--- src/sv/lbms_pkg.sv ---
// Shared types and constants of the LED bar matrix scanner.
// No dependencies; used by the front, back and top-level files.
`default_nettype none

package lbms_pkg;

    // Operation codes carried on s_tuser
    typedef enum logic [1:0] {
        OP_TICK       = 2'd0,
        OP_SET_HEIGHT = 2'd1,
        OP_SET_PIXEL  = 2'd2,
        OP_CLEAR      = 2'd3
    } op_t;

    // Configuration register indexes
    localparam logic [1:0] REG_SCAN_PERIOD  = 2'd0;
    localparam logic [1:0] REG_DECAY_PERIOD = 2'd1;

    localparam int CFG_INDEX_W = 2;
    localparam int CFG_DATA_W  = 16;
    localparam int CNT_W       = 16;
    localparam int COL_W       = 4;
    localparam int AMT_W       = 4;
    localparam int ROW_OUT_W   = 8;
    localparam int SINK_W      = 16;

    localparam logic [CNT_W-1:0]  CNT_MAX            = 16'hFFFF;
    localparam logic [CNT_W-1:0]  SCAN_PERIOD_RESET  = 16'd1;
    localparam logic [CNT_W-1:0]  DECAY_PERIOD_RESET = 16'd200;
    localparam logic [SINK_W-1:0] BLANK_SINK         = 16'h00FF;

    // Command queue depth between front and back
    localparam int Q_DEPTH = 2;
    localparam int Q_PTR_W = 1;
    localparam int Q_CNT_W = 2;

    // Classified command: amount is already the saturated height or the row index
    typedef struct packed {
        op_t              op;
        logic             col_hit;
        logic [COL_W-1:0] column;
        logic [AMT_W-1:0] amount;
    } cmd_t;

endpackage

`default_nettype wire

--- src/sv/lbms_front.sv ---
// Front end of the LED bar matrix scanner: accepts input beats, classifies
// them into commands and buffers them in a short queue. Depends on lbms_pkg.
`default_nettype none

module lbms_front
    import lbms_pkg::*;
#(
    parameter int NUM_COLUMNS = 16,
    parameter int ROW_BITS    = 8
) (
    input  wire logic             aclk,
    input  wire logic             aresetn,
    input  wire logic             s_tvalid,
    output logic                  s_tready,
    input  wire logic [1:0]       s_tuser,
    input  wire logic [COL_W-1:0] s_column,
    input  wire logic [AMT_W-1:0] s_amount,
    output logic                  q_valid,
    output cmd_t                  q_cmd,
    input  wire logic             q_pop
);

    cmd_t                 cmd_in;
    logic [AMT_W:0]       amt_ext;
    logic [AMT_W:0]       row_rem;
    logic                 push;

    cmd_t                 q_mem_reg [Q_DEPTH];
    logic [Q_PTR_W-1:0]   wr_ptr_reg, wr_ptr_next;
    logic [Q_PTR_W-1:0]   rd_ptr_reg, rd_ptr_next;
    logic [Q_CNT_W-1:0]   count_reg, count_next;

    // Classify: saturate height, reduce pixel row modulo the row count
    always_comb begin
        amt_ext = {1'b0, s_amount};
        row_rem = amt_ext;
        for (int k = 0; k < 8; k++) begin
            if (row_rem >= (AMT_W+1)'(ROW_BITS)) begin
                row_rem = row_rem - (AMT_W+1)'(ROW_BITS);
            end
        end
        cmd_in.op      = op_t'(s_tuser);
        cmd_in.column  = s_column;
        cmd_in.col_hit = (int'(s_column) < NUM_COLUMNS);
        cmd_in.amount  = s_amount;
        if (op_t'(s_tuser) == OP_SET_HEIGHT) begin
            if (amt_ext > (AMT_W+1)'(ROW_BITS)) begin
                cmd_in.amount = AMT_W'(ROW_BITS);
            end
        end else if (op_t'(s_tuser) == OP_SET_PIXEL) begin
            cmd_in.amount = row_rem[AMT_W-1:0];
        end
    end

    // Queue handshake
    assign s_tready = (count_reg != Q_CNT_W'(Q_DEPTH));
    assign push     = s_tvalid && s_tready;
    assign q_valid  = (count_reg != '0);
    assign q_cmd    = q_mem_reg[rd_ptr_reg];

    // Advance pointers and fill count
    always_comb begin
        wr_ptr_next = wr_ptr_reg;
        rd_ptr_next = rd_ptr_reg;
        count_next  = count_reg;
        if (push) begin
            wr_ptr_next = wr_ptr_reg + 1'b1;
        end
        if (q_pop) begin
            rd_ptr_next = rd_ptr_reg + 1'b1;
        end
        if (push && !q_pop) begin
            count_next = count_reg + 1'b1;
        end else if (!push && q_pop) begin
            count_next = count_reg - 1'b1;
        end
    end

    always_ff @(posedge aclk) begin
        if (!aresetn) begin
            wr_ptr_reg <= '0;
            rd_ptr_reg <= '0;
            count_reg  <= '0;
        end else begin
            wr_ptr_reg <= wr_ptr_next;
            rd_ptr_reg <= rd_ptr_next;
            count_reg  <= count_next;
        end
    end

    // Store the classified beat
    always_ff @(posedge aclk) begin
        if (push) begin
            q_mem_reg[wr_ptr_reg] <= cmd_in;
        end
    end

endmodule

`default_nettype wire

--- src/sv/lbms_back.sv ---
// Back end of the LED bar matrix scanner: holds the frame, counters and
// configuration, executes commands and registers scan steps. Depends on lbms_pkg.
`default_nettype none

module lbms_back
    import lbms_pkg::*;
#(
    parameter int NUM_COLUMNS = 16,
    parameter int ROW_BITS    = 8
) (
    input  wire logic                   aclk,
    input  wire logic                   aresetn,
    input  wire logic                   cfg_wr_en,
    input  wire logic [CFG_INDEX_W-1:0] cfg_index,
    input  wire logic [CFG_DATA_W-1:0]  cfg_wr_data,
    input  wire logic                   q_valid,
    input  wire cmd_t                   q_cmd,
    output logic                        q_pop,
    output logic                        m_tvalid,
    input  wire logic                   m_tready,
    output logic [ROW_OUT_W-1:0]        m_row_bits,
    output logic [SINK_W-1:0]           m_sink_mask
);

    localparam int COL_IDX_W = (NUM_COLUMNS > 1) ? $clog2(NUM_COLUMNS) : 1;
    localparam int POS_W     = $clog2(NUM_COLUMNS + 1);

    logic [ROW_BITS-1:0]  frame_reg [NUM_COLUMNS];
    logic [ROW_BITS-1:0]  frame_next [NUM_COLUMNS];
    logic [CNT_W-1:0]     scan_cnt_reg, scan_cnt_next;
    logic [CNT_W-1:0]     decay_cnt_reg, decay_cnt_next;
    logic [POS_W-1:0]     pos_reg, pos_next;
    logic [CNT_W-1:0]     scan_period_reg, decay_period_reg;
    logic                 out_valid_reg, out_valid_next;
    logic [ROW_OUT_W-1:0] row_out_reg, row_out_next;
    logic [SINK_W-1:0]    sink_out_reg, sink_out_next;

    logic [CNT_W-1:0]     scan_inc, decay_inc;
    logic                 decay_hit, scan_hit, blank;
    logic [ROW_BITS-1:0]  pattern, col_pat;
    logic [COL_IDX_W-1:0] wr_idx, rd_idx;

    // Pop when the output register is free or draining this cycle
    assign q_pop = q_valid && (!out_valid_reg || m_tready);

    assign scan_inc  = (scan_cnt_reg >= CNT_MAX) ? CNT_MAX : scan_cnt_reg + 1'b1;
    assign decay_inc = (decay_cnt_reg >= CNT_MAX) ? CNT_MAX : decay_cnt_reg + 1'b1;
    assign decay_hit = (decay_inc >= decay_period_reg);
    assign scan_hit  = (scan_inc >= scan_period_reg);
    assign blank     = (pos_reg == POS_W'(NUM_COLUMNS));
    assign wr_idx    = COL_IDX_W'(q_cmd.column);
    assign rd_idx    = pos_reg[COL_IDX_W-1:0];

    // Build the stored pattern: thermometer for a height, one-hot for a pixel
    always_comb begin
        for (int i = 0; i < ROW_BITS; i++) begin
            if (q_cmd.op == OP_SET_HEIGHT) begin
                pattern[i] = (int'(q_cmd.amount) > i);
            end else begin
                pattern[i] = (int'(q_cmd.amount) == i);
            end
        end
    end

    // Column seen by a scan step, after this tick's decay
    assign col_pat = decay_hit ? (frame_reg[rd_idx] >> 1) : frame_reg[rd_idx];

    // Execute one command
    always_comb begin
        frame_next     = frame_reg;
        scan_cnt_next  = scan_cnt_reg;
        decay_cnt_next = decay_cnt_reg;
        pos_next       = pos_reg;
        out_valid_next = out_valid_reg && !m_tready;
        row_out_next   = row_out_reg;
        sink_out_next  = sink_out_reg;
        if (q_pop) begin
            unique case (q_cmd.op)
                OP_SET_HEIGHT, OP_SET_PIXEL: begin
                    if (q_cmd.col_hit) begin
                        frame_next[wr_idx] = pattern;
                    end
                end
                OP_CLEAR: begin
                    for (int i = 0; i < NUM_COLUMNS; i++) begin
                        frame_next[i] = '0;
                    end
                end
                OP_TICK: begin
                    scan_cnt_next  = scan_inc;
                    decay_cnt_next = decay_inc;
                    if (decay_hit) begin
                        decay_cnt_next = '0;
                        for (int i = 0; i < NUM_COLUMNS; i++) begin
                            frame_next[i] = frame_reg[i] >> 1;
                        end
                    end
                    if (scan_hit) begin
                        scan_cnt_next  = '0;
                        out_valid_next = 1'b1;
                        if (blank) begin
                            row_out_next  = '0;
                            sink_out_next = BLANK_SINK;
                            pos_next      = '0;
                        end else begin
                            row_out_next  = ROW_OUT_W'(col_pat);
                            sink_out_next = SINK_W'(33'd1 << pos_reg);
                            pos_next      = pos_reg + 1'b1;
                        end
                    end
                end
                default: begin
                end
            endcase
        end
    end

    always_ff @(posedge aclk) begin
        if (!aresetn) begin
            for (int i = 0; i < NUM_COLUMNS; i++) begin
                frame_reg[i] <= '0;
            end
            scan_cnt_reg     <= '0;
            decay_cnt_reg    <= '0;
            pos_reg          <= '0;
            out_valid_reg    <= 1'b0;
            scan_period_reg  <= SCAN_PERIOD_RESET;
            decay_period_reg <= DECAY_PERIOD_RESET;
        end else begin
            frame_reg     <= frame_next;
            scan_cnt_reg  <= scan_cnt_next;
            decay_cnt_reg <= decay_cnt_next;
            pos_reg       <= pos_next;
            out_valid_reg <= out_valid_next;
            // Configuration writes; other indexes are dropped
            if (cfg_wr_en) begin
                if (cfg_index == REG_SCAN_PERIOD) begin
                    scan_period_reg <= cfg_wr_data;
                end else if (cfg_index == REG_DECAY_PERIOD) begin
                    decay_period_reg <= cfg_wr_data;
                end
            end
        end
    end

    // Output payload
    always_ff @(posedge aclk) begin
        row_out_reg  <= row_out_next;
        sink_out_reg <= sink_out_next;
    end

    assign m_tvalid    = out_valid_reg;
    assign m_row_bits  = row_out_reg;
    assign m_sink_mask = sink_out_reg;

endmodule

`default_nettype wire

--- src/sv/led_bar_matrix_scanner.sv ---
// LED bar matrix scanner, top level: joins the command front end and the
// frame back end. Depends on lbms_pkg, lbms_front and lbms_back.
//
// Drives a multiplexed bar display of NUM_COLUMNS columns by ROW_BITS rows.
// Each input beat carries an operation on s_tuser (tick, set height, set
// pixel, clear) with column and amount on s_tdata. Ticks advance a decay
// counter (every column shifts down one row when it reaches decay_period) and
// a scan counter; each time the scan counter reaches scan_period one scan
// beat leaves on m_*: the pattern and a one-hot sink for each column in turn,
// then one blank beat (rows zero, sink 0x00FF). Rate: one input beat per
// cycle while m_tready does not hold the back end; every beat passes the
// two-entry command queue and is executed by the back end. The back end
// holds any queued beat while the single output register is full and
// m_tready is low, and s_tready drops once the queue holds two beats. A
// scan beat passes the queue register, then the output register, before
// it is presented on m_*. Write configuration only while the block is idle.
`default_nettype none

module led_bar_matrix_scanner
    import lbms_pkg::*;
#(
    parameter int NUM_COLUMNS = 16,
    parameter int ROW_BITS    = 8
) (
    input  wire logic                   aclk,
    input  wire logic                   aresetn,
    // Configuration write port
    input  wire logic                   cfg_wr_en,
    input  wire logic [CFG_INDEX_W-1:0] cfg_index,
    input  wire logic [CFG_DATA_W-1:0]  cfg_wr_data,
    // Input stream
    input  wire logic                   s_tvalid,
    output logic                        s_tready,
    input  wire logic [7:0]             s_tdata,   // [3:0] column, [7:4] amount
    input  wire logic [1:0]             s_tuser,   // [1:0] operation
    // Scan step stream
    output logic                        m_tvalid,
    input  wire logic                   m_tready,
    output logic [23:0]                 m_tdata    // [7:0] row_bits, [23:8] sink_mask
);

    logic                 q_valid;
    cmd_t                 q_cmd;
    logic                 q_pop;
    logic [ROW_OUT_W-1:0] row_bits;
    logic [SINK_W-1:0]    sink_mask;

    lbms_front #(
        .NUM_COLUMNS(NUM_COLUMNS),
        .ROW_BITS   (ROW_BITS)
    ) u_front (
        .aclk    (aclk),
        .aresetn (aresetn),
        .s_tvalid(s_tvalid),
        .s_tready(s_tready),
        .s_tuser (s_tuser),
        .s_column(s_tdata[3:0]),
        .s_amount(s_tdata[7:4]),
        .q_valid (q_valid),
        .q_cmd   (q_cmd),
        .q_pop   (q_pop)
    );

    lbms_back #(
        .NUM_COLUMNS(NUM_COLUMNS),
        .ROW_BITS   (ROW_BITS)
    ) u_back (
        .aclk       (aclk),
        .aresetn    (aresetn),
        .cfg_wr_en  (cfg_wr_en),
        .cfg_index  (cfg_index),
        .cfg_wr_data(cfg_wr_data),
        .q_valid    (q_valid),
        .q_cmd      (q_cmd),
        .q_pop      (q_pop),
        .m_tvalid   (m_tvalid),
        .m_tready   (m_tready),
        .m_row_bits (row_bits),
        .m_sink_mask(sink_mask)
    );

    // Pack the scan beat
    assign m_tdata = {sink_mask, row_bits};

endmodule

`default_nettype wire
--- config.mk ---
export PLATFORM = sky130hd
export DESIGN_NAME = led_bar_matrix_scanner
export DESIGN_NICKNAME = d
export VERILOG_FILES = /design/src/sv/lbms_pkg.sv /design/src/sv/lbms_front.sv /design/src/sv/lbms_back.sv /design/src/sv/led_bar_matrix_scanner.sv
export SDC_FILE = /design/constraint.sdc
export NUM_CORES = 1
export LEC_CHECK = 0
export CORE_UTILIZATION = 50
export CTS_CLUSTER_DIAMETER = 80
export DETAILED_ROUTE_END_ITERATION = 7
export DONT_BUFFER_PORTS = 1
export PLACE_DENSITY_LB_ADDON = 0.15
export SLEW_MARGIN = 20
export SYNTH_ARGS = -nofsm -noshare
export SYNTH_HDL_FRONTEND = slang
export SYNTH_SLANG_ARGS = --single-unit
--- constraint.sdc ---
create_clock -name aclk -period 4.9 [get_ports aclk]
set_input_delay 0.98 -clock aclk [delete_from_list [all_inputs] [get_ports aclk]]
set_output_delay 0.98 -clock aclk [all_outputs]
set_load 0.005 [all_outputs]
==> results.md, run 1 <==
* Status: completed
* DRT Pass-1 Iters at 5
* Ys async rst share at 0%
* Vias in the first global route at 11.2k
* Critical-path cell list: and4_1 > and2_1 > nand4_4 > nand2_1 > ha_1 > o21a_1 > o211ai_1 > a2111oi_4 > a211o_4 > buf_12 > and2_1 > a211oi_1
* Pwr Total at 0.00781 W
* Pleak at 5.04 nW
* Crit Path Category: reg2reg
* Post-synth top area share at 29.0%
* Setup Total Neg Slack at 0 ns
* Min Tclk post-route at 4.00 ns
* Residual DRC at 0
* Final period util at 81.6%
* WHS at 0.453 ns
* Hold crit path type: reg2reg
* Sequential Area at 5390 um^2
* CTS root buf: clkbuf_16
* Ys Warns at 0
* Initial antenna violation count at 1
* CTS clk-pin slew, worst paths at 0.06 ns
* VDD IR max at 0.286 mV
* Hold-fix buffers, CTS at 0
* I/O Buffers at 0
* Final setup skew at 0.0117 ns
* Largest net degree at the start of global routing at 89
* Setup Buffers After CTS at 0
* Post-synth top cells: dfxtp_1 (203), nand2_1 (198), a21oi_1 (181)
* Area contributors post-synth: dfxtp_1 (29%), edfxtp_1 (9.4%), a21oi_1 (6.5%), mux4_2 (5.3%), nand2_1 (5.3%)
* CP Launch Type: register
* Nets@finish at 1547
* Top_reg_cell synth: dfxtp_1
* Antenna Diode Count at 0
* # rows at 60
* Routability cong. at 0.844
* Reg2reg end: u_back.frame_reg[73]$_SDFFE_PN0P_
* Area grow syn2layout at 6.79%
* Synth cell types at 85
* Final hold vios at 0
* CP Depth at 12
* Critical Path RT at 5.28 ns
* Worst-Margin Slew at 1.10 ns
* Worst hold stages at 2
* Register area share after synthesis at 38.5%
* Die area at 28700 um^2
* Clock Tree Buf Depth at 3
* Max H-tree Level at 1
* Worst R2R Setup Slack at 0.90 ns
* DRT iter0 DRCs at 1135
* Congestion Overflow GR at 0
* Final ANT Viol Nets at 0
* Tot GR Track Use at 26.4%
* Setup violations, final at 0
* Critical Path Max Stage Delay at 0.50 ns
* Reg2Reg Depth at 12
* Maxcap violations at 0
* Unrepaired setup endpoints after global routing: false
* CP Buf/Inv Count at 1
* Slew margin rel. at 26.9%
* CP top delay family: simple AND/OR/NAND/NOR gates
* Worst Path Max Fanout at 42
* Max frequency at 0.250 GHz
* Top-count cell post-synth: dfxtp_1
* Finished Layout Cells at 1858
* Clock insertion delay at the later pin of the skew report at 0.55 ns
* CTS Buf Count at 28
* Cts repair resizes at 0
* Multi-input gate area at 7700 um^2
* Hold_sp: u_back.scan_period_reg[6]$_SDFFE_PN0P_
* Slew Limit Fails at 0
* Core area at 27300 um^2
* Die Height at 169 um
* FF+latch count, synth at 247
* Post-synth EDFFs at 44
* Mean routed wirelength per cell at 20.1 um
* Critical path's slowest cell: a211o_4
* Syn Inst Count at 1534
* Hpwl dp at 25.0 mm
* First-pass GRT wire length at 61.0 mm
* P per Cell Area at 522 nW/um^2
* CP most frequent cell: and2_1
* Layout cells sized above 1 at 12.2%
* Hold EP: u_back.scan_period_reg[6]$_SDFFE_PN0P_
* Max reg flops at 128
* CTS sink cnt at 247
* DR vias/cell at 6.30
* FILL cells at 2501
* DIE WIDTH at 169 um
* IO Pins at 59
* Syn Area/Cell at 9.13 um^2
* CP endpoint kind: register
* CTS tree: built
* Data arrival, critical path at 4.38 ns
* Routed wire length at 37.4 mm
* Placed insts at 1807
* Synth area leader: dfxtp_1
* Starting Density at 51.4%
* Post-Syn Area at 14000 um^2
* RR Startpoint: u_back.decay_cnt_reg[2]$_SDFFE_PN0P_
* Via count at 11.7k
[placed cells by master, fill, tap and decap left out, types with 17 or more instances in the layout]
cell	synthesis	routed
a22oi_1	98	98
nor2_1	72	70
a31o_2	18	18
inv_1	53	52
ha_1	49	49
o2bb2ai_1	18	18
o22ai_1	18	18
mux4_2	33	33
clkbuf_16	0	31
a21oi_2	17	17
a211oi_1	95	95
edfxtp_1	44	44
buf_4	3	20
a21oi_1	181	181
nand2_1	198	198
dfxtp_1	203	201
and2_1	22	22
nand3_1	27	27
o21ai_0	31	31
[worst min-delay path: stages (launching register included)]
cell	delay (ns)
dfxtp_1	0.31
nand2_1	0.05
a21oi_1	0.05
[worst max-delay path by stage]
stage	from	to	slack (ns)
3_3_place_gp	u_back.decay_cnt_reg[2]$_SDFFE_PN0P_	u_back.frame_reg[50]$_SDFFE_PN0P_	1.03
4_1_cts	u_back.decay_cnt_reg[2]$_SDFFE_PN0P_	u_back.frame_reg[73]$_SDFFE_PN0P_	0.94
3_5_place_dp	u_back.decay_cnt_reg[2]$_SDFFE_PN0P_	u_back.frame_reg[50]$_SDFFE_PN0P_	0.94
5_1_grt	u_back.decay_cnt_reg[2]$_SDFFE_PN0P_	u_back.frame_reg[75]$_SDFFE_PN0P_	0.56
6_report	u_back.decay_cnt_reg[2]$_SDFFE_PN0P_	u_back.frame_reg[73]$_SDFFE_PN0P_	0.90
2_1_floorplan	u_back.scan_cnt_reg[0]$_SDFFE_PN0P_	u_back.m_row_bits[0]$_SDFFCE_PN0P_	0.87
[through the flow]
stage	utilization, %	setup WS [ns]	area, um^2
finish	54.9	0.899	15000
global route	54.9	0.557	15000
CTS	54.9	0.938	15000
detailed placement	51.2	0.940	14000
global placement	51.2	1.03	14000
floorplan	-	0.869	14000
[power breakdown]
| group | internal, W | switching [W] | leakage [nW] |
|---|---|---|---|
| clock | 0.00139 | 0.000857 | 0.500 |
| sequential | 0.00253 | 0.000423 | 2.07 |
| combinational | 0.000925 | 0.00168 | 2.48 |
| total | 0.00485 | 0.00296 | 5.04 |
[final cells by class]
type                    instances  area share, %
repair buffers                 22           1.27
multi-input cells            1111           51.5
well taps                     372           3.11
clock inverters                 9          0.803
inverters                      55           1.40
clock buffers                  42           5.87
flip-flops and latches        247           36.0
[metal layers]
| metal | track usage [%] | share of wire, % | vias up | routed length (um) |
|---|---|---|---|---|
| met5 | 0 | 0.048 | - | 18 |
| met2 | 42.9 | 46 | 400 | 17000 |
| li1 | - | - | 5597 | - |
| met3 | 3.68 | 6.6 | 68 | 2450 |
| met4 | 7.83 | 2.4 | 2 | 887 |
| met1 | 36.5 | 45 | 5641 | 17000 |
[kinds of logic (layout without fill, tap and decap cells)]
kind of cell,Yosys count,count (layout),synth area share (%)
AOI/OAI and AO/OA,572,572,28.3
xor gates and xnor gates,27,27,1.74
adders and majority gates,49,49,4.38
buffers and inverters,178,128,6.74
DFF,247,247,38.5
muxes,50,50,6.59
other,2,4,0.0536
and+or+nand+nor,409,409,13.7
Note: power is estimated with default switching activity, not from simulation.
==> run 2: changes to the inputs <==
- ABC_AREA: unset -> 1
- clock period: 4.9 -> 3.52 ns (I/O delays scaled with it)
==> results.md, run 2 <==
* Status: completed
* Syn Area/Cell at 6.49 um^2
* Slew Limit Fails at 0
* Die area at 32000 um^2
* Most common cell after layout, fill and taps aside: nand2_1
* DR vias/cell at 5.36
* Placed insts at 2719
* Ys async rst share at 0%
* Clock insertion delay at the later pin of the skew report at 0.56 ns
* Initial antenna violation count at 0
* Area contributors post-synth: dfxtp_1 (26%), nand2_1 (13%), nor2_1 (9.5%), edfxtp_1 (8.4%), inv_1 (8.4%)
* Tot GR Track Use at 26.7%
* Max frequency at 0.307 GHz
* Adder-Cell Fraction of Synth Area at 3.92%
* Synth area leader: dfxtp_1
* Hold crit path type: in2reg
* Synth cell types at 45
* Critical Path RT at 3.78 ns
* CTS clk-pin slew, worst paths at 0.06 ns
* Final hold vios at 0
* # rows at 64
* CP Launch Type: register
* Simple-gate share of the synthesized area at 35.8%
* Syn Inst Count at 2411
* VDD IR max at 0.537 mV
* Post-synth top area share at 26.0%
* Core area at 30700 um^2
* CTS sink cnt at 247
* Final ANT Viol Nets at 0
* Post-Synth XOR/XNOR Area at 0.616%
* Clock Tree Buf Depth at 3
* Clock network fraction of design power at 20.9%
* Post-placement setup slack at 0.208 ns
* DRT iter0 DRCs at 1184
* Data arrival, critical path at 3.52 ns
* Antenna Diode Count at 0
* Sw Share at 47.2%
* CTS tree: built
* Max H-tree Level at 1
* Most frequent cells in the layout: nand2_1 (532), nor2_1 (394), inv_1 (347), a21oi_1 (217), dfxtp_1 (202)
* Setup violations, final at 0
* Top-count cell post-synth: nand2_1
* CTS Buf Count at 30
* Setup Total Neg Slack at 0 ns
* Post-Syn Area at 15700 um^2
* Congestion Overflow GR at 0
* I/O Buffers at 0
* First-pass GRT wire length at 68.6 mm
* FILL cells at 3043
* Sw Pwr at 0.00685 W
* Pleak at 7.38 nW
* DRT Pass-1 Iters at 5
* Largest family of logic cells by synthesized area: simple AND/OR/NAND/NOR gates
* Min Tclk post-route at 3.26 ns
* CTS root buf: clkbuf_16
* Top_reg_cell synth: dfxtp_1
* DIE WIDTH at 179 um
* Reg power frac at 27.6%
* Largest net degree at the start of global routing at 151
* Max reg flops at 128
* FF+latch count, synth at 247
* Final period util at 92.5%
* Final setup skew at 0.00928 ns
* Routed wire length at 43.3 mm
* Register area share after synthesis at 34.4%
* Worst Path Max Fanout at 26
* Nets@finish at 2442
* Worst-Margin Slew at 0.891 ns
* Via count at 14.9k
* Finished Layout Cells at 2780
* Hpwl dp at 28.0 mm
* CP endpoint kind: register
* Worst setup margin at 0.263 ns
* Slew margin rel. at 40.5%
* Routability cong. at 0.871
* WHS at 0.236 ns
* Internal power at 0.00767 W
* Layout cells sized above 1 at 8.01%
* Hold-fix buffers, CTS at 0
* Ys Warns at 0
* Maxcap violations at 0
* Post-synth EDFFs at 44
* Die Height at 179 um
* Synth Area in Compound Gates at 12.5%
* Residual DRC at 0
* Post-synth top cells: nand2_1 (534), nor2_1 (396), inv_1 (349)
* Comb power frac at 51.5%
* Starting Density at 51.0%
* Mean routed wirelength per cell at 15.6 um
* Unrepaired setup endpoints after global routing: false
* Mux contribution to synthesized area at 0.0640%
* Crit Path Category: reg2reg
* Area grow syn2layout at 8.42%
* P per Cell Area at 855 nW/um^2
* Vias in the first global route at 13.4k
* Pwr Total at 0.0145 W
* IO Pins at 59
[run 2: cell count changes in the layout (fill, tap and decap cells not counted), moves of 24 or more]
cell | before | now
nand4_1 | 11 | 135
nand3_1 | 27 | 77
a22oi_1 | 98 | 6
inv_1 | 52 | 347
nand2_2 | 1 | 25
o21ai_0 | 31 | 120
mux4_2 | 33 | 0
a21oi_1 | 181 | 217
nor2_1 | 70 | 394
a211oi_1 | 95 | 0
nand2_1 | 198 | 532
[run 2: cell type report]
class                   count  area [um^2]  area share (%)
well taps                 396          495            2.92
inverters                 371         1400            8.22
clock buffers              42          871            5.13
clock inverters            14          101           0.597
flip-flops and latches    247         5390            31.7
repair buffers             32          363            2.14
multi-input cells        1678         8360            49.2
[run 2: worst paths after layout]
check	depth (start not counted)	to	slack, ns	from
worst min-delay path	0	u_front.q_mem_reg[1][6]$_DFFE_PP_	0.24	s_tdata[2]
worst min register to register	2	u_back.scan_period_reg[2]$_SDFFE_PN0P_	0.46	u_back.scan_period_reg[2]$_SDFFE_PN0P_
worst max register to register	14	u_back.m_sink_mask[13]$_SDFFCE_PP0P_	0.26	u_back.scan_cnt_reg[0]$_SDFFE_PN0P_
worst max-delay path	14	u_back.m_sink_mask[13]$_SDFFCE_PP0P_	0.26	u_back.scan_cnt_reg[0]$_SDFFE_PN0P_
[run 2: logic make-up after synthesis]
logic type | count (synthesis)
AOI/OAI and AO/OA | 371
buffers and inverters | 489
muxes | 1
DFF | 247
and+or+nand+nor | 1241
other | 2
adders and majority gates | 49
xor gates and xnor gates | 11
[run 2: power by group through the flow]
stage	logic [W]	registers (W)	clock network, W
detailed placement	0.00722	0.00405	0
CTS	0.00725	0.00399	0.00308
finish	0.00748	0.00400	0.00303
global route	0.00836	0.00408	0.00319
floorplan	0.00570	0.00396	0
global placement	0.00713	0.00403	0
[run 2: timing repair]
item / 4_1_cts / 5_1_grt
buffers inserted: 0 / 2
setup endpoints to repair: 0 / 146
gates resized for setup: 0 / 13
[run 2: critical path, stage by stage (launching register included)]
cell,delay (ns)
dfxtp_1,0.37
ha_1,0.24
nand3_2,0.10
nor3b_2,0.23
buf_4,0.17
nand3_1,0.08
o21ai_0,0.46
ha_1,0.22
nand4_1,0.12
nor3_2,0.19
nand3_1,0.10
nand3_1,0.25
nand2_1,0.11
inv_1,0.11
buf_12,0.19
[run 2: per-layer routing]
metal	global-route usage [%]	part of all wire [%]
met2	43.8	45
met1	36.1	45
met3	3.94	7.1
met5	0	0
met4	7.91	2.9
[run 2: through the flow]
| step | util, % | area (um^2) |
|---|---|---|
| final | 55.3 | 17000 |
| after global routing | 55.3 | 17000 |
| after CTS | 54.9 | 16800 |
| after detailed placement | 51.7 | 15900 |
| after global placement | 51.7 | 15900 |
| after floorplan | - | 15700 |
